[src/rtl/pgen_pkg.sv]
package pgen_pkg;

    localparam int MAX_ELEMENTS_DEF = 8;
    localparam int VALUE_WIDTH_DEF  = 32;
    localparam int NUM_OUT          = 8;
    localparam int OUT_W            = 32;
    localparam int LEN_W            = 4;

    typedef enum logic [1:0] {
        OP_CLEAR  = 2'd0,
        OP_APPEND = 2'd1,
        OP_NEXT   = 2'd2,
        OP_NOP    = 2'd3
    } op_t;

    typedef enum logic [3:0] {
        ST_IDLE,
        ST_FIND_I,
        ST_FIND_J,
        ST_SWAP,
        ST_REVERSE,
        ST_GATHER,
        ST_DRAIN,
        ST_OUTPUT
    } state_t;

    typedef struct packed {
        logic clear_list;
        logic append;
        logic begin_req;
        logic load_exh;
        logic dec_a;
        logic take_pivot;
        logic dec_b;
        logic swap_pivot;
        logic swap_rev;
        logic issue_read;
        logic finish;
    } cmd_t;

    typedef struct packed {
        logic finished;
        logic started;
        logic short_list;
        logic empty;
        logic pivot_hit;
        logic a_at_one;
        logic j_stop;
        logic rev_more;
        logic k_last;
    } status_t;

endpackage

[src/rtl/pgen_ctrl.sv]
module pgen_ctrl
    import pgen_pkg::*;
(
    input  logic    clk,
    input  logic    rst_n,
    input  logic    req_valid,
    input  logic [1:0] req_op,
    output logic    req_ready,
    output logic    rsp_valid,
    input  logic    rsp_ready,
    input  status_t status,
    output cmd_t    cmd
);

    state_t state_reg;
    state_t state_next;
    op_t    op;

    assign op = op_t'(req_op);

    always_ff @(posedge clk or negedge rst_n)
    begin
        if (!rst_n)
        begin
            state_reg <= ST_IDLE;
        end
        else
        begin
            state_reg <= state_next;
        end
    end

    always_comb
    begin
        state_next = state_reg;
        case (state_reg)
            ST_IDLE:
            begin
                if (req_valid && op == OP_NEXT)
                begin
                    if (status.finished)
                        state_next = ST_OUTPUT;
                    else if (status.started && !status.short_list)
                        state_next = ST_FIND_I;
                    else if (status.empty)
                        state_next = ST_DRAIN;
                    else
                        state_next = ST_GATHER;
                end
            end
            ST_FIND_I:
            begin
                if (status.pivot_hit)
                    state_next = ST_FIND_J;
                else if (status.a_at_one)
                    state_next = ST_GATHER;
            end
            ST_FIND_J:
            begin
                if (status.j_stop)
                    state_next = ST_SWAP;
            end
            ST_SWAP:    state_next = ST_REVERSE;
            ST_REVERSE:
            begin
                if (!status.rev_more)
                    state_next = ST_GATHER;
            end
            ST_GATHER:
            begin
                if (status.k_last)
                    state_next = ST_DRAIN;
            end
            ST_DRAIN:   state_next = ST_OUTPUT;
            ST_OUTPUT:
            begin
                if (rsp_ready)
                    state_next = ST_IDLE;
            end
            default:    state_next = ST_IDLE;
        endcase
    end

    always_comb
    begin
        cmd       = '0;
        req_ready = 1'b0;
        rsp_valid = 1'b0;
        case (state_reg)
            ST_IDLE:
            begin
                req_ready = 1'b1;
                if (req_valid)
                begin
                    case (op)
                        OP_CLEAR:  cmd.clear_list = 1'b1;
                        OP_APPEND: cmd.append     = 1'b1;
                        OP_NEXT:
                        begin
                            if (status.finished)
                                cmd.load_exh = 1'b1;
                            else
                                cmd.begin_req = 1'b1;
                        end
                        default:   cmd = '0;
                    endcase
                end
            end
            ST_FIND_I:
            begin
                if (status.pivot_hit)
                    cmd.take_pivot = 1'b1;
                else
                    cmd.dec_a = 1'b1;
            end
            ST_FIND_J:
            begin
                if (!status.j_stop)
                    cmd.dec_b = 1'b1;
            end
            ST_SWAP:    cmd.swap_pivot = 1'b1;
            ST_REVERSE:
            begin
                if (status.rev_more)
                    cmd.swap_rev = 1'b1;
            end
            ST_GATHER:  cmd.issue_read = 1'b1;
            ST_DRAIN:   cmd.finish = 1'b1;
            ST_OUTPUT:  rsp_valid = 1'b1;
            default:    cmd = '0;
        endcase
    end

endmodule

[config.mk]
export PLATFORM = sky130hd
export DESIGN_NAME = pgen_ctrl
export DESIGN_NICKNAME = d
export VERILOG_FILES = /design/src/rtl/pgen_pkg.sv /design/src/rtl/pgen_ctrl.sv
export SDC_FILE = /design/constraint.sdc
export NUM_CORES = 1
export LEC_CHECK = 0
export BUFFER_PORTS_ARGS = -buffer_cell sky130_fd_sc_hd__buf_2
export CAP_MARGIN = 10
export CORE_AREA = 2 2 39 41
export CTS_CLUSTER_SIZE = 40
export DETAILED_ROUTE_END_ITERATION = 10
export DIE_AREA = 0 0 41 43
export GPL_TIMING_DRIVEN = 1
export PLACE_DENSITY = 0.61
export SYNTH_ARGS = -nofsm -noshare
export SYNTH_HDL_FRONTEND = slang
export SYNTH_SLANG_ARGS = --single-unit
[constraint.sdc]
create_clock -name clk -period 3.5 [get_ports clk]
set_clock_uncertainty 0.1 [all_clocks]
set_input_delay 0.175 -clock clk [delete_from_list [all_inputs] [get_ports clk]]
set_output_delay 0.175 -clock clk [all_outputs]
set_load 0.02 [all_outputs]
==> metrics.md <==
| Metric | Value |
|---|---|
| WS Path Type | `reg2out` |
| Met2 Routed Length | `453 microns` |
| DRC violations left | `0` |
| Setup crit end kind | `output port` |
| Drt first pass iters | `3` |
| Fin crit period | `1956 ps` |
| Diodes inserted | `0` |
| Pwr Density | `approximately 800 nW/um^2` |
| Met3 routed WL | `around 80 microns` |
| Slew @ Worst Pin | `about 460 ps` |
| Max Clk Rate | `~0.51 GHz` |
| Placed inst area | `531.8 sq um` |
| GRT Resource Usage Total | `0.1206` |
| Crit share post-route | `0.5589` |
| Io pins | `28` |
| Critical path required time | `between 3000 and 4000 ps` |
| Hpwl dp | `766.5 microns` |
| Data arrival, critical path | `between 1500 and 2000 ps` |
| Wire per inst | `around 11 microns` |
| Full die area | `around 1800 sq um` |
| Die X | `41 microns` |
| Mux contribution to synthesized area | `0.05247` |
| Floorplan row count | `14` |
| Htree depth | `1` |
| Compound-Gate Fraction of Synth Area | `0.1852` |
| # nets final | `92` |
| Fraction of layout cells with a size suffix above 1 | `0.5000` |
| Hold Fails Final Rpt | `0` |
| RSZ-0062 raised after global routing | `false` |
| CTS tree | `built` |
| Initial core utilization | `0.2929` |
| Grt ovf | `0` |
| Largest net degree at the start of global routing | `16` |
| Lkg Pwr | `0.3100 nW` |
| Die H | `between 40 and 50 microns` |
| Inserted Clock Buffers | `3` |
| Placer Congestion | `0.7468` |
| Post-synth cell types | `29` |
| CP max FO | `15` |
| Vias in the first global route | `363` |
| XOR/XNOR share of the synthesized area | `0` |
| Syn Nets | `between 60 and 70` |
| FF-to-FF End | `state_reg[2]` |
| Global-route wire length before repair | `1.504 mm` |
| Netlist Area Pre-Place | `between 400 and 500 sq um` |
| M1 WL | `462 microns` |
| Worst reg-to-reg path cell count | `4` |
| Final wirelength | `approximately 1000 microns` |
| Status | `complete, no violations` |
| Area Growth Syn to Fin | `40.12%` |
| Vias | `462` |
| R2r setup slk | `around 1800 ps` |
| Setup TNS | `0 ps` |
| HP Class | `in2async` |
| Mapped Cells | `47` |
| Max reg flops | `3` |
| CTS Sinks | `3` |
| Ys Warns | `0` |
| Fin cells | `92` |
| Max Cap Viol | `0` |
| Post-Synth Adder-Cell Area | `0` |
| Slew Limit Fails | `0` |
| I/O Buffers | `27` |
| Core ar. | `1384 sq um` |
| Yosys reg bits | `3` |
| Clock Latency Late Sink | `about 230 ps` |
| Clock root buffer master | `clkbuf_4` |
| Placed insts | `87` |
| CTS max path bufs | `2` |
| Worst r2r src | `state_reg[1]` |
| Max Used Layer | `met3` |
| Largest family of logic cells by synthesized area | `simple AND/OR/NAND/NOR gates` |
| Worst vdd rail ir drop | `around 0.26 mV` |
| Post-route cell area | `around 570 sq um` |
| Final ANT Viol Nets | `0` |
| Antenna violations before repair | `0` |
| Sequential share of the synthesized area | `0.1852` |
| Crit path from | `state_reg[1]` |
| Setup crit start kind | `flip-flop` |
| # setup viols final | `0` |
| Initial detailed-routing violation count | `3` |
| Mean area per synthesized cell | `between 8 and 9 sq um` |
| Total power | `around 450 uW` |
| Via density per instance | `5.022` |
| Simple-Gate Fraction of Synth Area | `0.4784` |
| Clock transition at the registers of the reported paths | `40 ps` |
| Slew HR | `0.6958` |
[kinds of logic after synthesis]
group | Yosys count
flops | 3
mux | 2
compound gates | 10
simple gates | 26
buf+inv | 6
[cell usage after synthesis]
cell type / n / area [sq um]
nor2_1: 4 / 15.01
a21oi_1: 3 / 15.01
and3_1: 3 / 18.77
dfrtp_1: 3 / 75.07
inv_1: 3 / 11.26
nand2_1: 3 / 11.26
o21ai_0: 3 / 15.01
a22o_1: 2 / 17.52
nand3_1: 2 / 10.01
nor4b_2: 2 / 30.03
and2b_1: 1 / 7.510
and3_4: 1 / 11.26
and3b_1: 1 / 8.760
and4b_1: 1 / 10.01
buf_2: 1 / 5.000
buf_6: 1 / 11.26
dlymetal6s2s_1: 1 / 12.51
mux2_2: 1 / 11.26
mux2i_1: 1 / 10.01
nand2b_1: 1 / 6.260
nor2_2: 1 / 6.260
nor3_1: 1 / 5.000
nor4_1: 1 / 6.260
nor4_4: 1 / 21.27
nor4b_1: 1 / 8.760
o22ai_4: 1 / 20.02
o31ai_1: 1 / 7.510
or3_1: 1 / 6.260
or3_4: 1 / 11.26
[placed cells by master (no fill, tap or decap)]
cell type,synthesis,layout
nor4_1,1,1
or3_1,1,1
and3_1,3,3
dfrtp_1,3,3
o31ai_1,1,1
a22o_1,2,2
nand2b_1,1,1
clkbuf_4,0,3
a21oi_1,3,3
nor4b_2,2,2
nor2_2,1,1
dlygate4sd3_1,0,1
buf_2,1,27
o21ai_0,3,3
nor4_4,1,1
and4b_1,1,1
nand2_1,3,3
nor4b_1,1,1
mux2_2,1,1
o22ai_4,1,1
mux2i_1,1,1
nor3_1,1,1
nor2_1,4,4
or3_4,1,1
nand3_1,2,2
and3b_1,1,1
and3_4,1,1
inv_1,3,3
and2b_1,1,1
clkbuf_1,0,1
[where the power goes]
group          total [mW]  switching [mW]  internal [mW]  leakage (nW)
Sequential          0.119          0.0660         0.0530        0.0349
Combinational       0.270           0.141          0.129         0.260
Clock              0.0617          0.0189         0.0428        0.0150
[what timing repair did]
| action | CTS | global route |
|---|---|---|
| resized for setup | 0 | 0 |
| setup buffers | 0 | 0 |
| hold endpoints to repair | 3 | 0 |
| endpoints found under the setup margin | 0 | 0 |
| hold buffers | 1 | 0 |
[critical path, stage by stage, from the launching register on]
cell	delay, ps
dfrtp_1	530
or3_4	460
inv_1	110
and4b_1	190
buf_2	160
[area by class of cell]
cell class | count | area, sq um
Fill cell | 151 | 815.8
Multi-Input combinational cell | 38 | 290.3
Timing Repair Buffer | 28 | 145.1
Sequential cell | 3 | 75.07
Clock buffer | 4 | 26.28
Tap cell | 16 | 20.02
Inverter | 3 | 11.26
[stage by stage]
step                      hold slack [ps]    util  setup slack [ps]
after global routing                162.8  0.4105              1429
final                               163.1  0.4105              1544
after detailed placement           -127.3  0.3843              1790
after global placement             -128.0  0.3843              1796
after CTS                           161.7  0.4105              1528
after floorplan                    -220.6       -              1658
[metal layers]
| layer | track usage | vias to the layer above |
|---|---|---|
| li1 | - | 236 |
| met1 | 0.1935 | 205 |
| met2 | 0.1594 | 21 |
| met3 | 0.01571 | 0 |
| met4 | 0.04000 | 0 |
| met5 | 0 | - |
[how the worst max path moves through the flow]
stage | depth (start not counted) | endpoint
after floorplan | 2 | cmd[10]
after global placement | 3 | cmd[10]
after detailed placement | 4 | cmd[9]
after CTS | 4 | cmd[9]
after global routing | 4 | cmd[9]
final | 4 | cmd[9]
No activity file was read; power rests on OpenSTA's default activity.
