==> config.mk <==
export PLATFORM = sky130hd
export DESIGN_NAME = pgen_datapath
export DESIGN_NICKNAME = d
export VERILOG_FILES = /design/src/rtl/pgen_pkg.sv /design/src/rtl/pgen_datapath.sv
export SDC_FILE = /design/constraint.sdc
export NUM_CORES = 1
export LEC_CHECK = 0
export ABC_CLOCK_PERIOD_IN_PS = 7910
export BUFFER_PORTS_ARGS = -buffer_cell sky130_fd_sc_hd__buf_2
export CORE_UTILIZATION = 42
export DETAILED_ROUTE_END_ITERATION = 8
export PLACE_DENSITY = 0.69
export SYNTH_ARGS = -nofsm -noshare
export SYNTH_HDL_FRONTEND = slang
export SYNTH_SLANG_ARGS = --single-unit
==> constraint.sdc <==
create_clock -name clk -period 7.91 [get_ports clk]
set_clock_uncertainty 0.1 [all_clocks]
set_input_delay 1.1865 -clock clk [delete_from_list [all_inputs] [get_ports clk]]
set_output_delay 1.1865 -clock clk [all_outputs]
set_load 0.02 [all_outputs]
==> src/rtl/pgen_pkg.sv <==
package pgen_pkg;

    localparam int MAX_ELEMENTS_DEF = 8;
    localparam int VALUE_WIDTH_DEF  = 32;
    localparam int NUM_OUT          = 8;
    localparam int OUT_W            = 32;
    localparam int LEN_W            = 4;

    typedef enum logic [1:0] {
        OP_CLEAR  = 2'd0,
        OP_APPEND = 2'd1,
        OP_NEXT   = 2'd2,
        OP_NOP    = 2'd3
    } op_t;

    typedef enum logic [3:0] {
        ST_IDLE,
        ST_FIND_I,
        ST_FIND_J,
        ST_SWAP,
        ST_REVERSE,
        ST_GATHER,
        ST_DRAIN,
        ST_OUTPUT
    } state_t;

    typedef struct packed {
        logic clear_list;
        logic append;
        logic begin_req;
        logic load_exh;
        logic dec_a;
        logic take_pivot;
        logic dec_b;
        logic swap_pivot;
        logic swap_rev;
        logic issue_read;
        logic finish;
    } cmd_t;

    typedef struct packed {
        logic finished;
        logic started;
        logic short_list;
        logic empty;
        logic pivot_hit;
        logic a_at_one;
        logic j_stop;
        logic rev_more;
        logic k_last;
    } status_t;

endpackage

==> src/rtl/pgen_datapath.sv <==
module pgen_datapath
    import pgen_pkg::*;
#(
    parameter int MAX_ELEMENTS = MAX_ELEMENTS_DEF,
    parameter int VALUE_WIDTH  = VALUE_WIDTH_DEF
) (
    input  logic                            clk,
    input  logic                            rst_n,
    input  cmd_t                            cmd,
    input  logic signed [31:0]              value,
    output status_t                         status,
    output logic [NUM_OUT-1:0][OUT_W-1:0]   elems,
    output logic [LEN_W-1:0]                perm_length,
    output logic                            final_one,
    output logic                            exhausted
);

    localparam int IDX_W = (MAX_ELEMENTS > 1) ? $clog2(MAX_ELEMENTS) : 1;
    localparam int CNT_W = $clog2(MAX_ELEMENTS + 1);
    localparam int EXT_W = (VALUE_WIDTH > OUT_W) ? VALUE_WIDTH : OUT_W;

    logic [VALUE_WIDTH-1:0] mem [MAX_ELEMENTS];

    logic [IDX_W-1:0] order_reg [MAX_ELEMENTS];
    logic [IDX_W-1:0] order_next [MAX_ELEMENTS];
    logic [CNT_W-1:0] count_reg;
    logic             started_reg;
    logic             finished_reg;
    logic [IDX_W-1:0] a_reg;
    logic [IDX_W-1:0] b_reg;
    logic [IDX_W-1:0] piv_reg;
    logic [IDX_W-1:0] k_reg;
    logic             wr_en_reg;
    logic [IDX_W-1:0] wr_pos_reg;
    logic [VALUE_WIDTH-1:0] rd_data_reg;
    logic [OUT_W-1:0] elem_reg [NUM_OUT];
    logic [LEN_W-1:0] len_reg;
    logic             final_reg;
    logic             exh_reg;

    logic             restart;
    logic             full;
    logic [IDX_W-1:0] n_m1;
    logic [IDX_W-1:0] a_dec;
    logic             last_order;
    logic signed [EXT_W-1:0] ext_value;

    assign restart = cmd.clear_list | cmd.append;
    assign full    = (count_reg == CNT_W'(MAX_ELEMENTS));
    assign n_m1    = IDX_W'(count_reg - 1'b1);
    assign a_dec   = a_reg - 1'b1;
    assign ext_value = EXT_W'(signed'(rd_data_reg));

    assign status.finished   = finished_reg;
    assign status.started    = started_reg;
    assign status.short_list = (count_reg < CNT_W'(2));
    assign status.empty      = (count_reg == '0);
    assign status.pivot_hit  = (order_reg[a_dec] < order_reg[a_reg]);
    assign status.a_at_one   = (a_reg == IDX_W'(1));
    assign status.j_stop     = (order_reg[b_reg] > order_reg[piv_reg]);
    assign status.rev_more   = (a_reg < b_reg);
    assign status.k_last     = (k_reg == n_m1);

    // descending order over the live positions marks the final permutation
    always_comb
    begin
        last_order = 1'b1;
        for (int p = 0; p < MAX_ELEMENTS - 1; p++)
        begin
            if ((CNT_W'(p + 1) < count_reg) && (order_reg[p] < order_reg[p + 1]))
                last_order = 1'b0;
        end
    end

    always_comb
    begin
        for (int p = 0; p < MAX_ELEMENTS; p++)
            order_next[p] = order_reg[p];
        if (restart)
        begin
            for (int p = 0; p < MAX_ELEMENTS; p++)
                order_next[p] = IDX_W'(p);
        end
        else if (cmd.swap_pivot)
        begin
            order_next[piv_reg] = order_reg[b_reg];
            order_next[b_reg]   = order_reg[piv_reg];
        end
        else if (cmd.swap_rev)
        begin
            order_next[a_reg] = order_reg[b_reg];
            order_next[b_reg] = order_reg[a_reg];
        end
    end

    always_ff @(posedge clk or negedge rst_n)
    begin
        if (!rst_n)
        begin
            for (int p = 0; p < MAX_ELEMENTS; p++)
                order_reg[p] <= IDX_W'(p);
            count_reg    <= '0;
            started_reg  <= 1'b0;
            finished_reg <= 1'b0;
            a_reg        <= '0;
            b_reg        <= '0;
            piv_reg      <= '0;
            k_reg        <= '0;
            wr_en_reg    <= 1'b0;
            wr_pos_reg   <= '0;
        end
        else
        begin
            for (int p = 0; p < MAX_ELEMENTS; p++)
                order_reg[p] <= order_next[p];
            wr_en_reg <= cmd.issue_read;

            if (cmd.clear_list)
                count_reg <= '0;
            else if (cmd.append && !full)
                count_reg <= count_reg + 1'b1;

            if (restart)
            begin
                started_reg  <= 1'b0;
                finished_reg <= 1'b0;
            end
            else if (cmd.begin_req)
            begin
                started_reg <= 1'b1;
            end
            else if (cmd.finish && last_order)
            begin
                finished_reg <= 1'b1;
            end

            if (cmd.begin_req)
            begin
                a_reg <= n_m1;
                k_reg <= '0;
            end
            else if (cmd.dec_a)
            begin
                a_reg <= a_dec;
            end
            else if (cmd.take_pivot)
            begin
                piv_reg <= a_dec;
                b_reg   <= n_m1;
            end
            else if (cmd.dec_b)
            begin
                b_reg <= b_reg - 1'b1;
            end
            else if (cmd.swap_pivot)
            begin
                a_reg <= piv_reg + 1'b1;
                b_reg <= n_m1;
            end
            else if (cmd.swap_rev)
            begin
                a_reg <= a_reg + 1'b1;
                b_reg <= b_reg - 1'b1;
            end
            else if (cmd.issue_read)
            begin
                k_reg      <= k_reg + 1'b1;
                wr_pos_reg <= k_reg;
            end
        end
    end

    // value store, one write and one registered read port
    always_ff @(posedge clk)
    begin
        if (cmd.append && !full)
            mem[count_reg[IDX_W-1:0]] <= VALUE_WIDTH'($unsigned(value));
        rd_data_reg <= mem[order_reg[k_reg]];
    end

    always_ff @(posedge clk)
    begin
        for (int p = 0; p < NUM_OUT; p++)
        begin
            if (cmd.begin_req || cmd.load_exh)
                elem_reg[p] <= '0;
            else if (wr_en_reg && (p < MAX_ELEMENTS) && (wr_pos_reg == IDX_W'(p)))
                elem_reg[p] <= ext_value[OUT_W-1:0];
        end
        if (cmd.begin_req)
        begin
            len_reg   <= LEN_W'(count_reg);
            final_reg <= 1'b0;
            exh_reg   <= 1'b0;
        end
        else if (cmd.load_exh)
        begin
            len_reg   <= '0;
            final_reg <= 1'b0;
            exh_reg   <= 1'b1;
        end
        else if (cmd.finish)
        begin
            final_reg <= last_order;
        end
    end

    always_comb
    begin
        for (int p = 0; p < NUM_OUT; p++)
            elems[p] = elem_reg[p];
    end

    assign perm_length = len_reg;
    assign final_one   = final_reg;
    assign exhausted   = exh_reg;

endmodule

==> impl.org, run 1 <==
** STA
- Setup repair after global routing left no endpoint under its margin.
- Setup TNS :: 0 ns
- Headroom to the max-slew limit came out at 0.216.
- Setup violations remaining at the end of the flow were counted as 0.
- The count of final max-slew check failures is 0.
- Highest achievable clock rate :: between 0.15 and 0.2 GHz
- Period utilization :: 0.675
- Number of failing hold endpoints at the final stage :: 0
- The smallest clock period supported by the final layout is computed as roughly 5.3 ns.
- Final hold analysis gives a worst-case slack of between 0.3 and 0.4 ns.
- Worst Max-Slew Pin Slew :: between 1 and 1.5 ns

** Layout
- Final instance area :: between 20000 and 30000 sq um
- Synth-to-Final Area Change :: 17.6%
- At the end of the flow, the number of nets in the layout was between 2k and 2.5k.
- Layout Cells excl Fill :: about 2.9k
- Proportion of layout cells with a drive suffix above 1 :: 0.236

** Route
- Drc violations :: 0
- Routed wire length :: around 66000 microns
- After detailed routing, the average wire length per cell comes to about 22 microns.
- After the first detailed-routing iteration, the DRC count stood at roughly 1.5k.
- Once detail routing completed, the nets flagged for antenna violations numbered 0.
- Number of optimization iterations in the first detailed-route pass :: 5
- Vias/cell :: 5.47
- Total vias in the final route :: 16.1k

** Power and ir drop
- Sequential cell fraction of total power :: 0.504
- Internal Pwr Total :: 5.53 mW
- The share of total power dissipated in the clock network is 0.349.
- Proportion of power drawn by combinational gates :: 0.147
- Total power for the finished layout comes to 7.72 mW.
- Switching Fraction :: 0.283
- In this run the power spent charging and discharging nets is about 2.2 mW.
- VDD sags by at most 0.197 mV.
- For this design the ratio of total power to cell area is roughly 260 nW/um^2.
- Leakage power of the design :: around 12 nW

** Yosys
- The synthesized design contains slightly above 500 enable-type register cells.
- Yosys instantiated no cell more often than sky130_fd_sc_hd__edfxtp_1.
- After synthesis, the mean cell area works out to approximately 14 sq um.
- Top cells by area, synth :: sky130_fd_sc_hd__edfxtp_1 (62%), sky130_fd_sc_hd__and2_1 (6.6%), sky130_fd_sc_hd__nand2_1 (3.7%), sky130_fd_sc_hd__dfrtp_1 (3.4%), sky130_fd_sc_hd__dfxtp_1 (2.7%)
- Of all cell types, the one taking the most synthesized area is sky130_fd_sc_hd__edfxtp_1.
- The share of the Yosys chip area taken by registers is 0.699.
- The synthesized design contains just under 600 register bits.
- Number of instances in the synthesized netlist :: 1819
- Top FF cell, synth :: sky130_fd_sc_hd__edfxtp_1
- Mapped Area :: between 20000 and 25000 sq um
- Portion of synthesized cell area occupied by the leading cell type :: 0.624
- The Yosys step of the flow raised 0 warnings.
- Net count of the mapped netlist :: about 1.9k
- After synthesis, the share of flip-flops with an asynchronous set or reset is 0.0772.
- Sorting the synthesized cells by how often they occur yields sky130_fd_sc_hd__edfxtp_1 (516), sky130_fd_sc_hd__and2_1 (262), sky130_fd_sc_hd__nand2_1 (244).
- Number of distinct library cells after synthesis :: 62

** Critical path
- Reg2reg end :: ext_value[19]$_DFF_P_
- In this run the register-to-register setup slack is around 4.5 ns.
- The worst register-to-register path begins at k_reg[0]$_DFFE_PN0P_.
- Along the worst path, the maximum fanout reaches 22.
- CP Data Arrival Time :: between 4 and 5 ns
- Measured in cells, the most critical reg-to-reg path has a length of 6.
- Endpoint kind of the worst setup timing path :: output port
- In this run the worst setup path begins at a_reg[0]$_DFFE_PN0P_.
- Nature of the critical path startpoint :: flop
- Worst setup endpoint :: status[4]
- The critical path is of the reg -> out type.
- At the worst endpoint, the required time is 6.62 ns.

** Global routing
- Antenna violations before repair :: 12
- Across every metal layer, demand over resource in global routing totals 0.218.
- Global routing finished with a remaining overflow of 0.
- Entering global routing, the biggest net connects 97 pins.
- The via count of the first global-routing pass was roughly 15k.
- The first global-routing pass estimated slightly below 100000 microns of wire.

** Run
- The tool flagged a number of max-cap violations equal to 0.

** CTS
- Buffers inserted during clock tree synthesis total 57.
- Number of gates given a new drive strength after cts :: 0
- Clock-pin slew of the registers on the worst-case setup and hold paths :: 0.06 ns
- For this design, the sink count on the clock tree is just under 600.
- The number of setup buffers added after CTS is 0.
- The root buffer cell chosen for the clock tree is sky130_fd_sc_hd__clkbuf_16.
- Buffers from clock root to sink, at most :: 3
- Clock tree from TritonCTS :: built
- The clock reaches the later pin of the worst-skew pair after around 0.61 ns.
- Buffers inserted to repair hold after CTS numbered 0.
- Number of levels in the clock H-tree :: 2

** Floorplan
- Overall die height :: between 200 and 250 microns
- I/O pin cnt :: ~320
- The die covers 60100 sq um.
- Rows :: 88
- The region available for standard cell placement spans between 50000 and 60000 sq um.
- Initial core utilization :: 0.428
- Horizontal die dimension :: between 200 and 250 microns

** Placement
- After detailed placement, the design holds a cell count of around 2.8k.
- Estimated wirelength of the detail-placed design :: roughly 43000 microns
- Buffers placed on the I/O ports in this run total around 320.
- Post-DP Area :: 27300 sq um
- At the end of routability-driven placement, the weighted congestion stood at 0.905.

** Outcome
- The flow ran to the end, and the final reports show no timing, DRC or antenna violations.

** Min path
- The worst hold path belongs to the class reg -> reg.
==> critical path, stage by stage, from the launching register on <==
cell                      delay [ns]
sky130_fd_sc_hd__dfrtp_1        0.95
sky130_fd_sc_hd__inv_1          0.31
sky130_fd_sc_hd__ha_1           0.60
sky130_fd_sc_hd__mux4_2         0.55
sky130_fd_sc_hd__mux2_2         0.27
sky130_fd_sc_hd__ha_1           0.27
sky130_fd_sc_hd__a21o_1         0.16
sky130_fd_sc_hd__a21oi_1        0.14
sky130_fd_sc_hd__buf_2          0.18
==> worst min-delay path by stage <==
stage	start	end	cells past startpoint
6_report	exhausted$_SDFFE_PP0P_	exhausted$_SDFFE_PP0P_	2
5_1_grt	exhausted$_SDFFE_PP0P_	exhausted$_SDFFE_PP0P_	2
4_1_cts	exhausted$_SDFFE_PP0P_	exhausted$_SDFFE_PP0P_	2
3_5_place_dp	exhausted$_SDFFE_PP0P_	exhausted$_SDFFE_PP0P_	2
3_3_place_gp	exhausted$_SDFFE_PP0P_	exhausted$_SDFFE_PP0P_	2
2_1_floorplan	finished_reg$_DFFE_PN0P_	finished_reg$_DFFE_PN0P_	2
==> per-stage QoR <==
| step | worst slack (ns) | util |
|---|---|---|
| after detailed placement | 3.18 | 0.470 |
| after global routing | 2.21 | 0.503 |
| after global placement | 3.31 | 0.470 |
| after CTS | 2.48 | 0.503 |
| after floorplan | 2.85 | - |
| final | 2.57 | 0.503 |
==> power groups by stage <==
stage	clock network [mW]	registers, mW	logic [mW]
after floorplan	0	3.85	0.727
after global routing	2.85	3.91	1.24
after CTS	2.73	3.89	1.13
after detailed placement	0	3.95	1.13
after global placement	0	3.94	1.12
final	2.69	3.89	1.14
==> kinds of logic (layout without fill, tap and decap cells) <==
kind of cell,Yosys count,count (layout),synth area share
muxes,90,90,0.0483
xor gates and xnor gates,11,11,0.00388
and+or+nand+nor,769,769,0.158
AOI/OAI and AO/OA,186,186,0.0519
other,0,3,0
DFF,596,596,0.699
buffers and inverters,138,490,0.0249
adders and majority gates,29,29,0.0146
==> layout by cell type, fill, tap and decap left out, types with 34 or more instances in the layout <==
cell,n
sky130_fd_sc_hd__edfxtp_1,516
sky130_fd_sc_hd__buf_2,315
sky130_fd_sc_hd__and2_1,262
sky130_fd_sc_hd__nand2_1,244
sky130_fd_sc_hd__nand3_1,76
sky130_fd_sc_hd__nor2_1,66
sky130_fd_sc_hd__clkbuf_16,58
sky130_fd_sc_hd__mux2i_1,52
sky130_fd_sc_hd__inv_1,39
sky130_fd_sc_hd__dfrtp_1,34
sky130_fd_sc_hd__dfxtp_1,34
==> area by class of cell <==
class / count / area, sq um
diodes: 3 / 7.51
clock buffers: 79 / 1610
clock inverters: 28 / 260
fillers: 4788 / 28800
inverters: 40 / 150
multi-input cells: 1085 / 7060
flip-flops and latches: 596 / 17300
well taps: 765 / 957
repair buffers: 343 / 1790
==> metal layers <==
| metal | wire length (microns) | GRT usage |
|---|---|---|
| met5 | 96 | 0 |
| met4 | 1660 | 0.0610 |
| met3 | 5860 | 0.0490 |
| met2 | 31300 | 0.357 |
| met1 | 27100 | 0.290 |
Power figures use the tool's default switching activity.
==> inputs of run 2 (changes only) <==
- ABC_CLOCK_PERIOD_IN_PS: 7910 -> 4700
- PLACE_DENSITY: 0.69 -> 0.71
- clock period: 7.91 -> 4.7 ns (I/O delays scaled with it)
==> run 2 against run 1 <==
Compared with the run above: sequential share of layout area shrank 0.082 points; critical path type unchanged; first-iteration DRC count fell by 6.0%; clock power increased by 64%; largest cell class unchanged; sequential power increased by 68%; largest power group unchanged; critical endpoint unchanged; die area did not move; worst hold slack got worse by 0.30 ns; cell count grew 0.34%; non-clock buffer count up 10; wire length rose by 1.2%; total power increased by 67%.
==> impl.org, run 2 (synthesis results as in run 1) <==
** Route
- The routed wirelength normalized by instance count came to 22.7 microns (was 22.5 microns).
- Number of optimization iterations in the first detailed-route pass :: 5 (unchanged)
- The via count was 15.9k (was 16.1k).
- 1st-iter DRT viols :: 1422 (was 1512)
- The post-route antenna net violation count is 0 (unchanged).
- The residual DRC count is 0 (unchanged).
- Vias/cell :: 5.41 (was 5.47)
- Routed wire length :: 66900 microns (was 66100 microns)

** STA
- The slack of the critical path came to 0.238 ns (was 2.57 ns).
- The count of final max-slew check failures was 0 (unchanged).
- Timing would allow up to 0.224 GHz.
- The worst path in the final design needs a cycle of between 4 and 5 ns, including I/O delays and setup.
- The transition time of the tightest slew-check pin is 1.20 ns (was 1.18 ns).
- Number of setup violations in the final report :: 0 (unchanged)
- Of the available clock period, the critical path in the final layout requires 0.949.
- The number of hold violations in the final report is 0 (unchanged).
- Setup TNS :: 0 ns (unchanged)
- Setup repair after global routing missed its margin :: no (unchanged)
- Worst slew margin :: 0.198 (was 0.216)

** Run
- Number of max-cap violations :: 0 (unchanged)

** Floorplan
- The initial cell density of the core was 0.428 (unchanged).
- Core box area :: 58000 sq um (unchanged)
- Horizontal die dimension :: 245 microns (unchanged)
- The height of the chip is 245 microns (unchanged).
- The boundary pin count came to 316 (unchanged).
- The row count came to 88 (unchanged).
- The floorplan die area came to 60100 sq um (unchanged).

** Global routing
- The via count of the first global-routing pass came to 15.6k (was 15.4k).
- Global-route wire length before repair :: 98000 microns (about the same)
- Global route overflow :: 0 (unchanged)
- The number of antenna violations at the first check in global routing is 16 (was 12).
- Largest net degree at the start of global routing :: 97 (unchanged)
- The all-layer global routing usage was 0.219 (was 0.218).

** Layout
- Commonest non-fill, non-tap cells in the layout :: sky130_fd_sc_hd__edfxtp_1 (516), sky130_fd_sc_hd__buf_2 (315), sky130_fd_sc_hd__and2_1 (262) (unchanged)
- Final instance area :: 29200 sq um (about the same)
- The proportion of layout cells with a drive suffix above 1 is 0.236 (about the same).
- Number of nets at the end of the flow :: 2205 (was 2197)
- The most common library cell in the layout ignoring fill and taps is sky130_fd_sc_hd__edfxtp_1 (unchanged).
- Synth-to-Final Area Change :: 17.7% (was 17.6%)

** Critical path
- CP max stage delay :: 0.62 ns (was 0.95 ns)
- Critical path class :: reg -> out (unchanged)
- Reg2reg end :: ext_value[16]$_DFF_P_ (was ext_value[19]$_DFF_P_)
- The cell with the largest stage delay on the worst path is sky130_fd_sc_hd__ha_1 (was sky130_fd_sc_hd__dfrtp_1).
- R2R setup slack :: 1.75 ns (was 4.52 ns)
- The endpoint type of the worst setup path is an output port (unchanged).
- Series of cell instances along the critical path :: clkinv_1 > ha_1 > mux4_2 > mux2_2 > ha_1 > a21o_1 > a21oi_1 > buf_2 (was inv_1 > ha_1 > mux4_2 > mux2_2 > ha_1 > a21o_1 > a21oi_1 > buf_2)
- The startpoint of the worst setup timing path was a_reg[1]$_DFFE_PN0P_ (was a_reg[0]$_DFFE_PN0P_).
- Most Frequent Cell on Critical Path :: sky130_fd_sc_hd__ha_1 (unchanged)
- The number of cells on the worst reg-to-reg path was 6 (unchanged).
- Nature of the critical path startpoint :: flop (unchanged)
- The required time of the worst setup path was 3.89 ns (was 6.62 ns).
- The maximum fanout count along the critical path came to 9 (was 22).
- The worst flop-to-flop path startpoint is k_reg[0]$_DFFE_PN0P_ (unchanged).
- CP Data Arrival Time :: 3.66 ns (was 4.06 ns)

** CTS
- The clock latency on the worst-skew pair was 0.63 ns (was 0.61 ns).
- Number of buffers created by CTS :: 55 (was 57)
- Hold buffer count at CTS :: 0 (unchanged)
- Sinks on the clock net :: 596 (unchanged)
- Number of levels in the clock H-tree :: 2 (unchanged)
- The TritonCTS clock tree is built (unchanged).
- The CTS root buffer is sky130_fd_sc_hd__clkbuf_16 (unchanged).
- Number of gates given a new drive strength after cts :: 0 (unchanged)
- The number of buffers on the longest clock path is 3 (unchanged).
- Clock-pin slew of the registers on the worst-case setup and hold paths :: 0.07 ns (was 0.06 ns)
- Setup repair bufs after CTS :: 0 (unchanged)

** Power and ir drop
- Maximum resistive drop on vdd :: 0.292 mV (was 0.197 mV)
- Leakage power of the design :: 11.6 nW (about the same)
- The power per cell area was 441 nW/um^2 (was 264 nW/um^2).

** Min path
- Hold WC Path Type :: in -> async (was reg -> reg)

** Placement
- The worst slack at placement was 0.861 ns (was 3.18 ns).
- Number of input and output port buffers inserted :: 315 (unchanged)
- The final RePlAce weighted congestion is 0.904 (was 0.905).
- The cell area reported after detailed placement came to 27400 sq um (was 27300 sq um).
- Estimated wirelength of the detail-placed design :: 44200 microns (was 43000 microns)

** Outcome
- Status: finished clean (unchanged).
## run 2: changes by cell type in the layout (fill, tap and decap cells not counted), sizes merged
cell      delta
buf         +10
bufinv       +2
clkbuf      -11
clkinv       +6
clkinvlp     -1
diode        +3
inv          +1
## run 2: metrics by stage
| step | power [mW] | hold WS, ns | utilization | cells |
|---|---|---|---|---|
| after floorplan | 7.70 | 0.309 | - | 1819 |
| after global placement | 8.56 | 0.358 | 0.472 | 2839 |
| after detailed placement | 8.57 | 0.359 | 0.472 | 2839 |
| after CTS | 12.9 | 0.101 | 0.503 | 2943 |
| after global routing | 13.3 | 0.124 | 0.503 | 2947 |
| final | 12.9 | 0.0900 | 0.504 | 2949 |
## run 2: how the worst max path moves through the flow
stage	end	depth (start not counted)	slack, ns
global placement	status[4]	8	0.94
CTS	status[4]	8	0.18
finish	status[4]	8	0.24
global route	status[4]	8	0.04
floorplan	mem[3][0]$_DFFE_PP_	6	0.65
detailed placement	status[4]	8	0.86
## run 2: final cells by class
type                            instances  area (sq um)
Inverter                               40           150
Antenna cell                            6          15.0
Sequential cell                       596         17300
Multi-Input combinational cell       1085          7070
Timing Repair Buffer                  353          1890
Fill cell                            4800         28800
Clock inverter                         36           369
Clock buffer                           68          1430
Tap cell                              765           957
## run 2: worst max-delay path: cells and delay by family (launching register included)
family,cells,cell delay (ns)
muxes,2,0.82
adders and majority gates,2,0.89
DFF,1,0.47
AOI/OAI and AO/OA,2,0.33
buffers and inverters,2,0.52
## run 2: power breakdown
group / total (mW) / switching (mW) / internal [mW]
logic: 1.94 / 1.24 / 0.704
clock network: 4.41 / 1.95 / 2.45
registers: 6.54 / 0.487 / 6.05
total: 12.9 / 3.68 / 9.21
## run 2: layer usage
layer	part of all wire	vias to the layer above	routed length [microns]	global-route usage
li1	-	7239	-	-
met4	0.034	18	2250	0.0829
met2	0.47	728	31600	0.357
met3	0.092	134	6120	0.0523
met1	0.40	7827	26800	0.284
met5	0.0017	-	111	0
